`config.mk`:
```
export PLATFORM = sky130hd
export DESIGN_NAME = chunked_frame_reassembler_core
export DESIGN_NICKNAME = d
export VERILOG_FILES = /design/src/rtl/cfr_pkg.sv /design/src/rtl/cfr_ctrl.sv /design/src/rtl/cfr_datapath.sv /design/src/rtl/chunked_frame_reassembler_core.sv
export SDC_FILE = /design/constraint.sdc
export NUM_CORES = 2
export LEC_CHECK = 0
export BUFFER_PORTS_ARGS = -buffer_cell sky130_fd_sc_hd__buf_2
export CORE_UTILIZATION = 56
export CTS_CLUSTER_SIZE = 16
export DETAILED_ROUTE_END_ITERATION = 16
export PLACE_DENSITY = 0.78
export SLEW_MARGIN = 0
export SYNTH_ARGS = -nofsm -noshare
export SYNTH_HDL_FRONTEND = slang
export SYNTH_SLANG_ARGS = --single-unit
```
`constraint.sdc`:
```
create_clock -name aclk -period 15.1 [get_ports aclk]
set_input_delay 0.755 -clock aclk [delete_from_list [all_inputs] [get_ports aclk]]
set_output_delay 0.755 -clock aclk [all_outputs]
set_load 0.005 [all_outputs]
```
`src/rtl/cfr_pkg.sv`:
```
// Package: types, constants and codes shared by the chunked frame reassembler.
package cfr_pkg;

    localparam int CFR_SLOTS        = 4;
    localparam int CFR_MAX_CHUNKS   = 64;
    localparam int CFR_MAX_DATAGRAM = 1500;
    localparam int HEADER_BYTES     = 24;
    localparam int MAX_STRIDE       = 1476;
    localparam logic [15:0] JPEG_SOI = 16'hFFD8;
    localparam logic [15:0] STALE_MS_RESET      = 16'd200;
    localparam logic [10:0] CHUNK_PAYLOAD_RESET = 11'd1376;

    typedef enum logic [0:0] {
        CMD_PACKET = 1'b0,
        CMD_SWEEP  = 1'b1
    } cmd_t;

    typedef enum logic [3:0] {
        ST_STORED     = 4'd0,
        ST_DUPLICATE  = 4'd1,
        ST_BAD_HEADER = 4'd2,
        ST_OLD_FRAME  = 4'd3,
        ST_BAD_OFFSET = 4'd4,
        ST_NO_SLOT    = 4'd5,
        ST_PUBLISHED  = 4'd6,
        ST_NOT_JPEG   = 4'd7,
        ST_SWEEP_DONE = 4'd8
    } status_t;

    typedef enum logic [0:0] {
        REG_STALE_MS      = 1'b0,
        REG_CHUNK_PAYLOAD = 1'b1
    } reg_idx_t;

    typedef enum logic [2:0] {
        FSM_IDLE,
        FSM_LOOKUP,
        FSM_CHECK,
        FSM_UPDATE,
        FSM_OUTPUT
    } fsm_state_t;

    typedef struct packed {
        logic [0:0]  command;
        logic [31:0] now_ms;
        logic [10:0] datagram_len;
        logic [31:0] frame_num;
        logic [15:0] chunk_index;
        logic [15:0] chunk_count;
        logic [31:0] chunk_bytes;
        logic [31:0] frame_bytes;
        logic [15:0] payload_head;
    } in_item_t;

    typedef struct packed {
        logic [3:0]  status;
        logic [16:0] write_offset;
        logic [1:0]  buffer_slot;
        logic [31:0] frame_num_out;
        logic [16:0] frame_size;
        logic [2:0]  dropped_count;
    } out_item_t;

    typedef struct packed {
        logic load;
        logic lookup;
        logic check;
        logic update;
    } dp_cmd_t;

endpackage

```
`src/rtl/cfr_ctrl.sv`:
```
// Controller: sequences one item through lookup, check, update and output.
module cfr_ctrl
    import cfr_pkg::*;
(
    input  logic    aclk,
    input  logic    aresetn,
    input  logic    s_valid,
    output logic    s_ready,
    output logic    m_valid,
    input  logic    m_ready,
    output dp_cmd_t cmd
);

    fsm_state_t state_reg, state_next;

    always_ff @(posedge aclk) begin
        if (!aresetn) begin
            state_reg <= FSM_IDLE;
        end else begin
            state_reg <= state_next;
        end
    end

    always_comb begin
        state_next = state_reg;
        s_ready    = 1'b0;
        m_valid    = 1'b0;
        cmd        = '0;
        unique case (state_reg)
            FSM_IDLE: begin
                s_ready = 1'b1;
                if (s_valid) begin
                    cmd.load   = 1'b1;
                    state_next = FSM_LOOKUP;
                end
            end
            FSM_LOOKUP: begin
                cmd.lookup = 1'b1;
                state_next = FSM_CHECK;
            end
            FSM_CHECK: begin
                cmd.check  = 1'b1;
                state_next = FSM_UPDATE;
            end
            FSM_UPDATE: begin
                cmd.update = 1'b1;
                state_next = FSM_OUTPUT;
            end
            FSM_OUTPUT: begin
                m_valid = 1'b1;
                if (m_ready) begin
                    state_next = FSM_IDLE;
                end
            end
            default: state_next = FSM_IDLE;
        endcase
    end

endmodule

```
`src/rtl/cfr_datapath.sv`:
```
// Datapath: slot table, header checks, offset multiply and result register.
module cfr_datapath
    import cfr_pkg::*;
#(
    parameter int SLOTS      = CFR_SLOTS,
    parameter int MAX_CHUNKS = CFR_MAX_CHUNKS,
    parameter int MAX_DGRAM  = CFR_MAX_DATAGRAM
) (
    input  logic      aclk,
    input  logic      aresetn,
    input  dp_cmd_t   cmd,
    input  in_item_t  s_item,
    input  logic      cfg_valid,
    input  logic      cfg_index,
    input  logic [15:0] cfg_data,
    output out_item_t m_item
);

    localparam int SW = (SLOTS > 1) ? $clog2(SLOTS) : 1;
    localparam int CW = $clog2(MAX_CHUNKS + 1);
    localparam int MW = (MAX_CHUNKS > 1) ? $clog2(MAX_CHUNKS) : 1;
    localparam logic [31:0] MAX_FRAME = 32'(MAX_CHUNKS * MAX_STRIDE);

    logic [15:0] stale_ms_reg;
    logic [10:0] chunk_payload_reg;

    logic [SLOTS-1:0]      slot_valid_reg;
    logic [31:0]           slot_frame_num_reg    [SLOTS];
    logic [16:0]           slot_total_size_reg   [SLOTS];
    logic [CW-1:0]         slot_total_chunks_reg [SLOTS];
    logic [CW-1:0]         slot_received_reg     [SLOTS];
    logic [MAX_CHUNKS-1:0] slot_chunk_mask_reg   [SLOTS];
    logic [31:0]           slot_first_seen_reg   [SLOTS];
    logic [15:0]           slot_head_bytes_reg   [SLOTS];
    logic [31:0]           last_done_id_reg;
    logic                  have_done_reg;

    in_item_t    item_reg;
    out_item_t   res_reg;
    logic        bad_hdr_reg;
    logic        hit_reg;
    logic        free_ok_reg;
    logic [SW-1:0] slot_reg;
    logic [32:0] off_reg;
    logic [SLOTS-1:0] stale_reg;

    logic        bad_hdr;
    logic        hit, free_ok;
    logic [SW-1:0] hit_idx, free_idx;
    logic [SLOTS-1:0] stale;
    logic [2:0]  drop_cnt;

    always_comb begin
        bad_hdr = (item_reg.datagram_len < 11'(HEADER_BYTES))
               || (item_reg.datagram_len > 11'(MAX_DGRAM))
               || (item_reg.chunk_count == 16'd0)
               || (item_reg.chunk_count > 16'(MAX_CHUNKS))
               || (item_reg.chunk_index >= item_reg.chunk_count)
               || (item_reg.chunk_bytes == 32'd0)
               || (item_reg.chunk_bytes > 32'(chunk_payload_reg))
               || ({1'b0, item_reg.chunk_bytes} + 33'(HEADER_BYTES)
                   > 33'(item_reg.datagram_len))
               || (item_reg.frame_bytes > MAX_FRAME);
        hit = 1'b0; free_ok = 1'b0; hit_idx = '0; free_idx = '0;
        for (int s = SLOTS - 1; s >= 0; s--) begin
            if (slot_valid_reg[s] && slot_frame_num_reg[s] == item_reg.frame_num) begin
                hit = 1'b1; hit_idx = SW'(s);
            end
            if (!slot_valid_reg[s]) begin
                free_ok = 1'b1; free_idx = SW'(s);
            end
        end
        drop_cnt = '0;
        for (int s = 0; s < SLOTS; s++) begin
            stale[s] = slot_valid_reg[s]
                && ((item_reg.now_ms - slot_first_seen_reg[s]) > 32'(stale_ms_reg));
        end
        for (int s = 0; s < SLOTS; s++) begin
            drop_cnt = drop_cnt + 3'(stale_reg[s]);
        end
    end

    // Update-stage values for the chosen slot.
    logic [MW-1:0]   bit_idx;
    logic [CW-1:0]   tot_chunks;
    logic [16:0]     tot_size;
    logic [MAX_CHUNKS-1:0] mask_cur;
    logic [CW-1:0]   rcv_cur, rcv_new;
    logic [15:0]     head_cur, head_new;
    logic            range_bad, dup, done;
    logic [33:0]     end_pos;
    logic            old_frame;
    logic            slot_write;
    out_item_t       res_next;

    always_comb begin
        bit_idx    = item_reg.chunk_index[MW-1:0];
        tot_chunks = hit_reg ? slot_total_chunks_reg[slot_reg] : CW'(item_reg.chunk_count);
        tot_size   = hit_reg ? slot_total_size_reg[slot_reg] : item_reg.frame_bytes[16:0];
        mask_cur   = hit_reg ? slot_chunk_mask_reg[slot_reg] : '0;
        rcv_cur    = hit_reg ? slot_received_reg[slot_reg] : '0;
        head_cur   = hit_reg ? slot_head_bytes_reg[slot_reg] : '0;
        end_pos    = {1'b0, off_reg} + {2'b0, item_reg.chunk_bytes};
        range_bad  = (item_reg.chunk_index >= 16'(tot_chunks))
                  || (end_pos > 34'(tot_size))
                  || (!hit_reg && item_reg.frame_bytes[31:17] != '0
                      && end_pos > 34'(item_reg.frame_bytes));
        dup        = mask_cur[bit_idx];
        rcv_new    = rcv_cur + CW'(1);
        head_new   = head_cur;
        if (item_reg.chunk_index == 16'd0) begin
            head_new[15:8] = item_reg.payload_head[15:8];
            if (item_reg.chunk_bytes >= 32'd2) begin
                head_new[7:0] = item_reg.payload_head[7:0];
            end
        end else if (item_reg.chunk_index == 16'd1 && chunk_payload_reg == 11'd1) begin
            head_new[7:0] = item_reg.payload_head[15:8];
        end
        done = (rcv_new == tot_chunks);
        old_frame  = have_done_reg && (item_reg.frame_num <= last_done_id_reg);
        slot_write = (item_reg.command == CMD_PACKET) && !bad_hdr_reg && !old_frame
                  && (hit_reg || free_ok_reg) && !range_bad && !dup && !done;

        res_next = '0;
        if (item_reg.command == CMD_SWEEP) begin
            res_next.status        = ST_SWEEP_DONE;
            res_next.dropped_count = drop_cnt;
        end else begin
            res_next.frame_num_out = item_reg.frame_num;
            if (bad_hdr_reg) begin
                res_next.status = ST_BAD_HEADER;
            end else if (old_frame) begin
                res_next.status = ST_OLD_FRAME;
            end else if (!hit_reg && !free_ok_reg) begin
                res_next.status = ST_NO_SLOT;
            end else begin
                res_next.write_offset = off_reg[16:0];
                res_next.buffer_slot  = 2'(slot_reg);
                if (range_bad) begin
                    res_next.status = ST_BAD_OFFSET;
                end else if (dup) begin
                    res_next.status = ST_DUPLICATE;
                end else if (done) begin
                    res_next.frame_size = tot_size;
                    res_next.status = (tot_size >= 17'd4 && head_new == JPEG_SOI)
                                    ? ST_PUBLISHED : ST_NOT_JPEG;
                end else begin
                    res_next.status = ST_STORED;
                end
            end
        end
    end

    always_ff @(posedge aclk) begin
        if (!aresetn) begin
            stale_ms_reg      <= STALE_MS_RESET;
            chunk_payload_reg <= CHUNK_PAYLOAD_RESET;
            slot_valid_reg    <= '0;
            have_done_reg     <= 1'b0;
            last_done_id_reg  <= '0;
        end else begin
            if (cfg_valid) begin
                if (cfg_index == REG_STALE_MS) stale_ms_reg <= cfg_data;
                else chunk_payload_reg <= cfg_data[10:0];
            end
            if (cmd.update) begin
                if (item_reg.command == CMD_SWEEP) begin
                    slot_valid_reg <= slot_valid_reg & ~stale_reg;
                end else if (!bad_hdr_reg && !old_frame && (hit_reg || free_ok_reg)) begin
                    if (range_bad) begin
                        slot_valid_reg[slot_reg] <= 1'b0;
                    end else if (!dup) begin
                        if (done) begin
                            slot_valid_reg[slot_reg] <= 1'b0;
                            last_done_id_reg <= item_reg.frame_num;
                            have_done_reg    <= 1'b1;
                        end else begin
                            slot_valid_reg[slot_reg] <= 1'b1;
                        end
                    end
                end
            end
        end
    end

    always_ff @(posedge aclk) begin
        if (cmd.load) item_reg <= s_item;
        if (cmd.lookup) begin
            bad_hdr_reg <= bad_hdr;
            hit_reg     <= hit;
            free_ok_reg <= free_ok;
            slot_reg    <= hit ? hit_idx : free_idx;
            stale_reg   <= stale;
        end
        if (cmd.check) begin
            off_reg <= {1'b0, 32'(item_reg.chunk_index) * 32'(chunk_payload_reg)};
        end
        if (cmd.update) begin
            res_reg <= res_next;
            if (slot_write) begin
                if (!hit_reg) begin
                    slot_frame_num_reg[slot_reg]    <= item_reg.frame_num;
                    slot_total_size_reg[slot_reg]   <= item_reg.frame_bytes[16:0];
                    slot_total_chunks_reg[slot_reg] <= CW'(item_reg.chunk_count);
                    slot_first_seen_reg[slot_reg]   <= item_reg.now_ms;
                end
                slot_chunk_mask_reg[slot_reg] <= mask_cur | (MAX_CHUNKS'(1) << bit_idx);
                slot_received_reg[slot_reg]   <= rcv_new;
                slot_head_bytes_reg[slot_reg] <= head_new;
            end
        end
    end

    assign m_item = res_reg;

endmodule

```
`src/rtl/chunked_frame_reassembler_core.sv`:
```
// Top level: chunked frame reassembler, controller plus datapath.
// An item accepted on s_ goes through load, slot lookup, the chunk offset
// multiply and the slot update; its result is offered on m_ in the output state
// and held until taken. One item is in flight at a time; s_ready returns in the
// cycle after the result transfer. Config writes are always accepted and apply
// at once.
module chunked_frame_reassembler_core
    import cfr_pkg::*;
#(
    parameter int SLOTS      = CFR_SLOTS,
    parameter int MAX_CHUNKS = CFR_MAX_CHUNKS,
    parameter int MAX_DGRAM  = CFR_MAX_DATAGRAM
) (
    input  logic        aclk,
    input  logic        aresetn,
    input  logic        s_valid,
    output logic        s_ready,
    input  in_item_t    s_data,
    output logic        m_valid,
    input  logic        m_ready,
    output out_item_t   m_data,
    input  logic        cfg_valid,
    output logic        cfg_ready,
    input  logic        cfg_index,
    input  logic [15:0] cfg_data
);

    dp_cmd_t cmd;

    assign cfg_ready = 1'b1;

    cfr_ctrl u_ctrl (
        .aclk    (aclk),
        .aresetn (aresetn),
        .s_valid (s_valid),
        .s_ready (s_ready),
        .m_valid (m_valid),
        .m_ready (m_ready),
        .cmd     (cmd)
    );

    cfr_datapath #(
        .SLOTS      (SLOTS),
        .MAX_CHUNKS (MAX_CHUNKS),
        .MAX_DGRAM  (MAX_DGRAM)
    ) u_dp (
        .aclk      (aclk),
        .aresetn   (aresetn),
        .cmd       (cmd),
        .s_item    (s_data),
        .cfg_valid (cfg_valid),
        .cfg_index (cfg_index),
        .cfg_data  (cfg_data),
        .m_item    (m_data)
    );

endmodule

```
* Word level (Yosys, flattened, before mapping)
Memories as Yosys holds them, arrays and structs flattened. A register that Yosys moved wholly into a read port is not among the register bits.
Cells that the tools add are included.
** Cells by class
- Add/sub/neg operators :: 10
- Shift operators :: 1
- Equal/unequal tests :: 15
- Muxes and demuxes :: 61
- Order comparisons :: 20
- Bitwise logic cells :: 11
- Multiply operators :: 1
- Reductions and logical operators :: 57
** Operators with widths (number)
- $eq 32x32->1 :: 4
- $gt 32x16->1 :: 4
- $sub 32x32->32 :: 4
- $mux 64 :: 1
- $or 64x64->64 :: 1
- $shl 1x6->64 const A :: 1
- $mux 4 :: 11
- $gt 34x17->1 :: 1
- $gt 34x32->1 :: 1
- $add 27x32->33 :: 1
- $add 32x5->33 const B :: 1
- $gt 33x11->1 :: 1
- $ge 32x2->1 const B :: 1
- $gt 32x11->1 :: 1
- $gt 32x17->1 const B :: 1
- $le 32x32->1 :: 1
- $logic_not 16->1 :: 2
- $logic_not 32->1 :: 1
- $mux 8 :: 4
- $mux 2 :: 14
- $mul 16x11->27 :: 1
- $logic_and 1x1->1 :: 23
- $mux 1 :: 22
- $ge 17x3->1 const B :: 1
- other kinds (43) :: 73
** Storage, ports and cells
- Flip-flop bits (word level) :: 366
- RAM bits :: 700
- Output and inout port bits :: 78
- Memories kept :: 7
- Word-level logic and storage cells :: 212
- Bits of input ports :: 210
** Memories
- u_dp.slot_chunk_mask_reg :: depth 4, bits a word 64, rd ports 1, clocked after Yosys merged registers in 1, write ports 1, line cfr_datapath.sv:32 : logic [MAX_CHUNKS-1:0] slot_chunk_mask_reg [SLOTS];
- u_dp.slot_first_seen_reg :: depth 4, bits a word 32, rd ports 4, clocked after Yosys merged registers in 0, write ports 1, line cfr_datapath.sv:33 : logic [31:0] slot_first_seen_reg [SLOTS];
- u_dp.slot_frame_num_reg :: depth 4, bits a word 32, rd ports 4, clocked after Yosys merged registers in 0, write ports 1, line cfr_datapath.sv:28 : logic [31:0] slot_frame_num_reg [SLOTS];
- u_dp.slot_total_size_reg :: depth 4, bits a word 17, rd ports 1, clocked after Yosys merged registers in 1, write ports 1, line cfr_datapath.sv:29 : logic [16:0] slot_total_size_reg [SLOTS];
- u_dp.slot_head_bytes_reg :: depth 4, bits a word 16, rd ports 1, clocked after Yosys merged registers in 1, write ports 1, line cfr_datapath.sv:34 : logic [15:0] slot_head_bytes_reg [SLOTS];
- u_dp.slot_received_reg :: depth 4, bits a word 7, rd ports 1, clocked after Yosys merged registers in 1, write ports 1, line cfr_datapath.sv:31 : logic [CW-1:0] slot_received_reg [SLOTS];
- 1 more memories

* Logic depth before layout (Yosys ltp)
- Word-level depth :: 13
- Mapped depth :: 27
- Gate-level depth less buffers :: 27

* By module
From an unflattened synthesis, not the netlist that was laid out.
** Unflattened totals
- Cell total of the unflattened synthesis :: 4710
- Area total of the unflattened synthesis :: 59036.6 sq um
** By module, submodules not included
- cfr_datapath :: instances 1, sequential area each 31320.0 sq um, cells each 4690, area an instance 58843.9 sq um
- cfr_ctrl :: instances 1, sequential area each 60.1 sq um, cells each 18, area an instance 181.4 sq um
- chunked_frame_reassembler_core :: instances 1, sequential area each 0.0 sq um, cells each 2, area an instance 11.3 sq um

* Least setup slack after synthesis
No wires, ideal clock.
- Path type :: register to register
- Start point :: register with a tool-made name
- End point :: memory u_dp.slot_first_seen_reg[0][0], enable pin
- Buffers on the path :: 7
- Period minus slack after synthesis :: 14314 ps
- Path slack :: 786 ps
- Data arrival time :: 13564 ps
- Library setup time :: 750 ps
- Cell stages (with the launch flop) :: 21
- Required time :: 14350 ps
- Cells stage by stage :: dfxtp_1 > buf_2 > buf_4 > buf_2 > buf_2 > buf_2 > clkbuf_1 > mux4_2 > mux2i_1 > ha_1 > a21oi_1 > o221ai_1 > a22oi_1 > a31oi_1 > a2111oi_0 > nand4bb_1 > a211oi_1 > or4b_4 > or3_1 > clkbuf_1 > nor4_1
** RTL lines (line)
- end, declared :: cfr_datapath.sv:33

* Final worst setup path
- Start point :: register u_dp.item_reg[48] in the netlist's numbering
- End point :: memory u_dp.slot_chunk_mask_reg[2][36] in the netlist's numbering, enable pin
** Between the ends
- Cells in the longest elaborated chain, start to end :: 11
- Elaborated cells on any way between the ends :: 13
- Those cells by class :: add/sub (1); order compare (2); mux (3); reduce/logical (7)
** Ends and longest elaborated chain
- start, declared :: line cfr_datapath.sv:38 : in_item_t item_reg;
- start signal, assigned :: line cfr_datapath.sv:187 : if (cmd.load) item_reg <= s_item;
- $add 27x32->33 * :: line cfr_datapath.sv:103 : end_pos = {1'b0, off_reg} + {2'b0, item_reg.chunk_bytes};
- $gt 34x17->1 / $gt 34x32->1 (equally long branches) :: line cfr_datapath.sv:105, cfr_datapath.sv:107
- $logic_or 1x1->1 / $logic_and 1x1->1 (equally long branches) :: line cfr_datapath.sv:105, cfr_datapath.sv:107
- $logic_or 1x1->1 * :: line cfr_datapath.sv:106 : || (!hit_reg && item_reg.frame_bytes[31:17] != '0
- $logic_not 1->1 * :: line cfr_datapath.sv:122 : && (hit_reg || free_ok_reg) && !range_bad && !dup && !done;
- $logic_and 1x1->1 * (3 in series) :: line cfr_datapath.sv:122
- $mux 1 * :: line cfr_datapath.sv:200 : if (slot_write) begin
- $mux 1 * :: line cfr_datapath.sv:198 : if (cmd.update) begin
- $mux 1 (not written as such) * :: line cfr_datapath.sv:207 : slot_chunk_mask_reg[slot_reg] <= mask_cur | (MAX_CHUNKS'(1) << bit_idx);
- end, declared :: line cfr_datapath.sv:32
Every way passes the cells marked *; elsewhere a longest branch is shown, timed or not.

==> flow_metrics.tcl <==
set metrics [dict create \
    rsz0062_at_grt "no" \
    drt-pass1-iter-count 8 \
    yosys_warnings 0 \
    grt_pass1_vias 38300 \
    synth_edf_count 999 \
    reg2reg_depth 24 \
    root_buffer "clkbuf_16" \
    drive_gt1_frac 0.136 \
    initial_core_util 0.564 \
    cp.required_ns 15.40 \
    clock.fmax_mhz 125 \
    synth_top_area_share 0.513 \
    synth_compound_area_frac 0.0953 \
    drt_iter0_drc 4067 \
    ir_worst_vdd_v 0.000117 \
    utilization 0.630 \
    synthTopCellsByArea "edfxtp_1, ha_1, fa_1" \
    fin_tns_setup_ns 0 \
    cts_made_buffers 108 \
    fin_nets 5710 \
    r2r-start "u_dp.item_reg[48]$_DFFE_PP_" \
    dpl.hpwl_mm 105 \
    ys_seq_elements 1068 \
    hold_depth 1 \
    syn2layout_area_growth_pct 11.6 \
    routed_via_density 6.10 \
    syn_inst 4674 \
    ant_nets 0 \
    maxCapViolations 0 \
    worstSetupStartpointType "register" \
    setup_viol 0 \
    path_max_fanout 59 \
    cts_setup_buffers 0 \
    critPathBufInv 2 \
    largest_reg_flops 256 \
    synth_top_family_by_area "adder cells" \
    track_usage 0.279 \
    cp_top_family "simple AND/OR/NAND/NOR gates" \
    grt_pass1_wl_mm 226 \
    p_leak_nw 24.9 \
    cts.clk_slew.worst_paths_ns 0.07 \
    clock_sinks 1068 \
    powerDensity_nw_per_um2 128 \
    vias 39200 \
    arrival_ns 8.28 \
    hold_path.startpoint "s_data[74]" \
    synth_cell_types 85 \
    path_common_cell "nor2_1" \
    synth-xor-area-share 0.0388 \
    max_stage_delay_ns 0.86 \
    synth_fa_ha_area_frac 0.133 \
    synth_flop_cell "edfxtp_1" \
    seq_area_frac_synth 0.537 \
    async_flop_share 0 \
    finalWeightedCongestion 0.953 \
    wire_per_inst_um 23.1 \
    cp_slowest_cell "buf_4" \
    synthMuxAreaShare 0.0589 \
    grt_max_degree 78 \
    core.rowCount 118 \
    antenna_found_initial 12 \
    synth_nets 5424 \
    numPortBuffers 286 \
    place_area_um2 61400 \
    post-route-drc-count 0 \
    htreeDepth 3 \
    clockBufferDepth 3 \
    min_to "u_dp.item_reg[74]$_DFFE_PP_" \
    insertion_delay_ns 0.75 \
    crit_type "register to register" \
    cts_tree "done" \
    drt_wl_total_mm 149 \
    reg2reg_slack_ns 7.13 \
    outcome "finished, final reports clean" \
    min_path_type "input port to register" \
    die_x_um 325 \
    maxSlewViolCount 0 \
    synth.cell_area_um2 58400 \
    rr_endpoint "u_dp.slot_chunk_mask_reg[2][36]$_DFFE_PP_" \
    fin_crit_ns 7.97 \
    die_h_um 325 \
    yosys.area_share.simple 0.0966 \
    fin_crit_sh 0.528 \
    cts_resized 0 \
    crit_chain "ha_1 > inv_1 > fa_1 > nor2b_1 > o31a_1 > o21ai_0 > nor2b_1 > nor2_1 > nor2_1 > nor2_1 > xnor2_1 > ha_1 > and3_1 > a221oi_1 > o22ai_1 > a211oi_1 > o21ai_0 > maj3_1 > a211o_1 > a211oi_1 > or4b_4 > or3_1 > nor2_4 > buf_4" \
    finClkSkew_ns 0.0763 \
    layout_common_cells "edfxtp_1, inv_1, ha_1, nand2_1, buf_2" \
    hold_buffers 0 \
    hold_viol_final 0 \
    gr-total-overflow 0 \
    die_area_um2 106000 \
    timing_worst_slew_pin_value_ns 1.33 \
    synth_area_leader_cell "edfxtp_1" \
    avgSynthCellArea_um2 12.5 \
    stdcell_area_um2 65200 \
    cp-end-kind "register" \
    ioPinCount 288 \
    core_um2 103000 \
    layout_commonest_cell "edfxtp_1" \
    relSlewSlack 0.0890 \
]
## worst register-to-register path: stages, from the launching register on
cell and delay, ns:
edfxtp_1 0.40, ha_1 0.22, inv_1 0.07, fa_1 0.42, nor2b_1 0.17, o31a_1 0.27, o21ai_0 0.18, nor2b_1 0.14
nor2_1 0.05, nor2_1 0.09, nor2_1 0.05, xnor2_1 0.22, ha_1 0.29, and3_1 0.16, a221oi_1 0.28, o22ai_1 0.16
a211oi_1 0.29, o21ai_0 0.18, maj3_1 0.38, a211o_1 0.30, a211oi_1 0.19, or4b_4 0.61, or3_1 0.65, nor2_4 0.81
buf_4 0.87
## cells by family after synthesis
logic type      after synthesis
buf+inv                     618
fa+ha+maj                   541
other cells                   1
compound gates              859
xor+xnor                    259
flops                      1068
simple gates               1120
mux                         208
## cell type report
class / count / area (µm²)
clock inverter: 74 / 877
antenna: 1 / 2.50
sequential: 1068 / 31400
multi-input combinational: 2988 / 24700
clock buffer: 131 / 2890
tap: 1380 / 1730
timing repair buffer: 346 / 1880
inverter: 448 / 1680
fill: 7639 / 38300
## synth_stat cells, types with 8 or more instances
master / n
a2111oi_0: 11
a211o_1: 10
a211oi_1: 30
a21boi_0: 8
a21o_1: 82
a21oi_1: 226
a221oi_1: 9
a22oi_1: 12
a31oi_1: 33
a32o_1: 17
and2_1: 96
and3_1: 31
buf_1: 13
buf_2: 14
clkbuf_1: 138
dfxtp_1: 69
edfxtp_1: 999
fa_1: 131
ha_1: 409
inv_1: 445
mux2i_1: 93
mux4_2: 108
nand2_1: 329
nand2b_1: 54
nand3_1: 63
nand4_1: 89
nor2_1: 200
nor2b_1: 88
nor3_1: 55
nor3b_1: 8
nor4_1: 42
o2111ai_1: 11
o211ai_1: 24
o21a_1: 45
o21ai_0: 193
o21bai_1: 26
o221ai_1: 9
o22ai_1: 23
o31ai_1: 19
or2_2: 13
or3_1: 17
or4_1: 11
xnor2_1: 214
xor2_1: 45
## how the worst max path moves through the flow
| stage | startpoint | slack (ns) | endpoint | cells after the start |
|---|---|---|---|---|
| 5_1_grt | u_dp.item_reg[48]$_DFFE_PP_ | 6.68 | u_dp.slot_chunk_mask_reg[2][5]$_DFFE_PP_ | 24 |
| 6_report | u_dp.item_reg[48]$_DFFE_PP_ | 7.13 | u_dp.slot_chunk_mask_reg[2][36]$_DFFE_PP_ | 24 |
| 3_5_place_dp | u_dp.item_reg[49]$_DFFE_PP_ | 7.36 | u_dp.slot_chunk_mask_reg[2][36]$_DFFE_PP_ | 23 |
| 2_1_floorplan | register | 0.79 | u_dp.slot_first_seen_reg[0][0]$_DFFE_PP_ | 20 |
| 3_3_place_gp | u_dp.item_reg[49]$_DFFE_PP_ | 7.43 | u_dp.slot_chunk_mask_reg[2][36]$_DFFE_PP_ | 23 |
| 4_1_cts | u_dp.item_reg[48]$_DFFE_PP_ | 7.22 | u_dp.slot_chunk_mask_reg[2][6]$_DFFE_PP_ | 24 |
## power breakdown
part           switching (mW)  internal [mW]  leakage [nW]
clock                    1.19           1.60          1.82
combinational            1.15          0.876          13.3
sequential              0.135           3.40          9.74
total                    2.48           5.88          24.9
## per-stage QoR
stage / power [mW] / hold WS (ns) / setup WS, ns / std cells
floorplan: 5.06 / 0.436 / 0.786 / 4674
global route: 8.73 / 0.153 / 6.68 / 6436
CTS: 8.37 / 0.143 / 7.22 / 6435
detailed placement: 5.58 / 0.450 / 7.36 / 6230
finish: 8.35 / 0.182 / 7.13 / 6436
global placement: 5.53 / 0.445 / 7.43 / 6230
## per-layer routing
metal / vias to the layer above / global-route usage / wire length [µm]
met5: - / 0 / 40
met4: 6 / 0.0999 / 4880
met3: 254 / 0.0485 / 13800
met2: 1886 / 0.439 / 69100
met1: 19300 / 0.393 / 61200
li1: 17800 / - / -
Note: power is estimated with default switching activity, not from simulation.
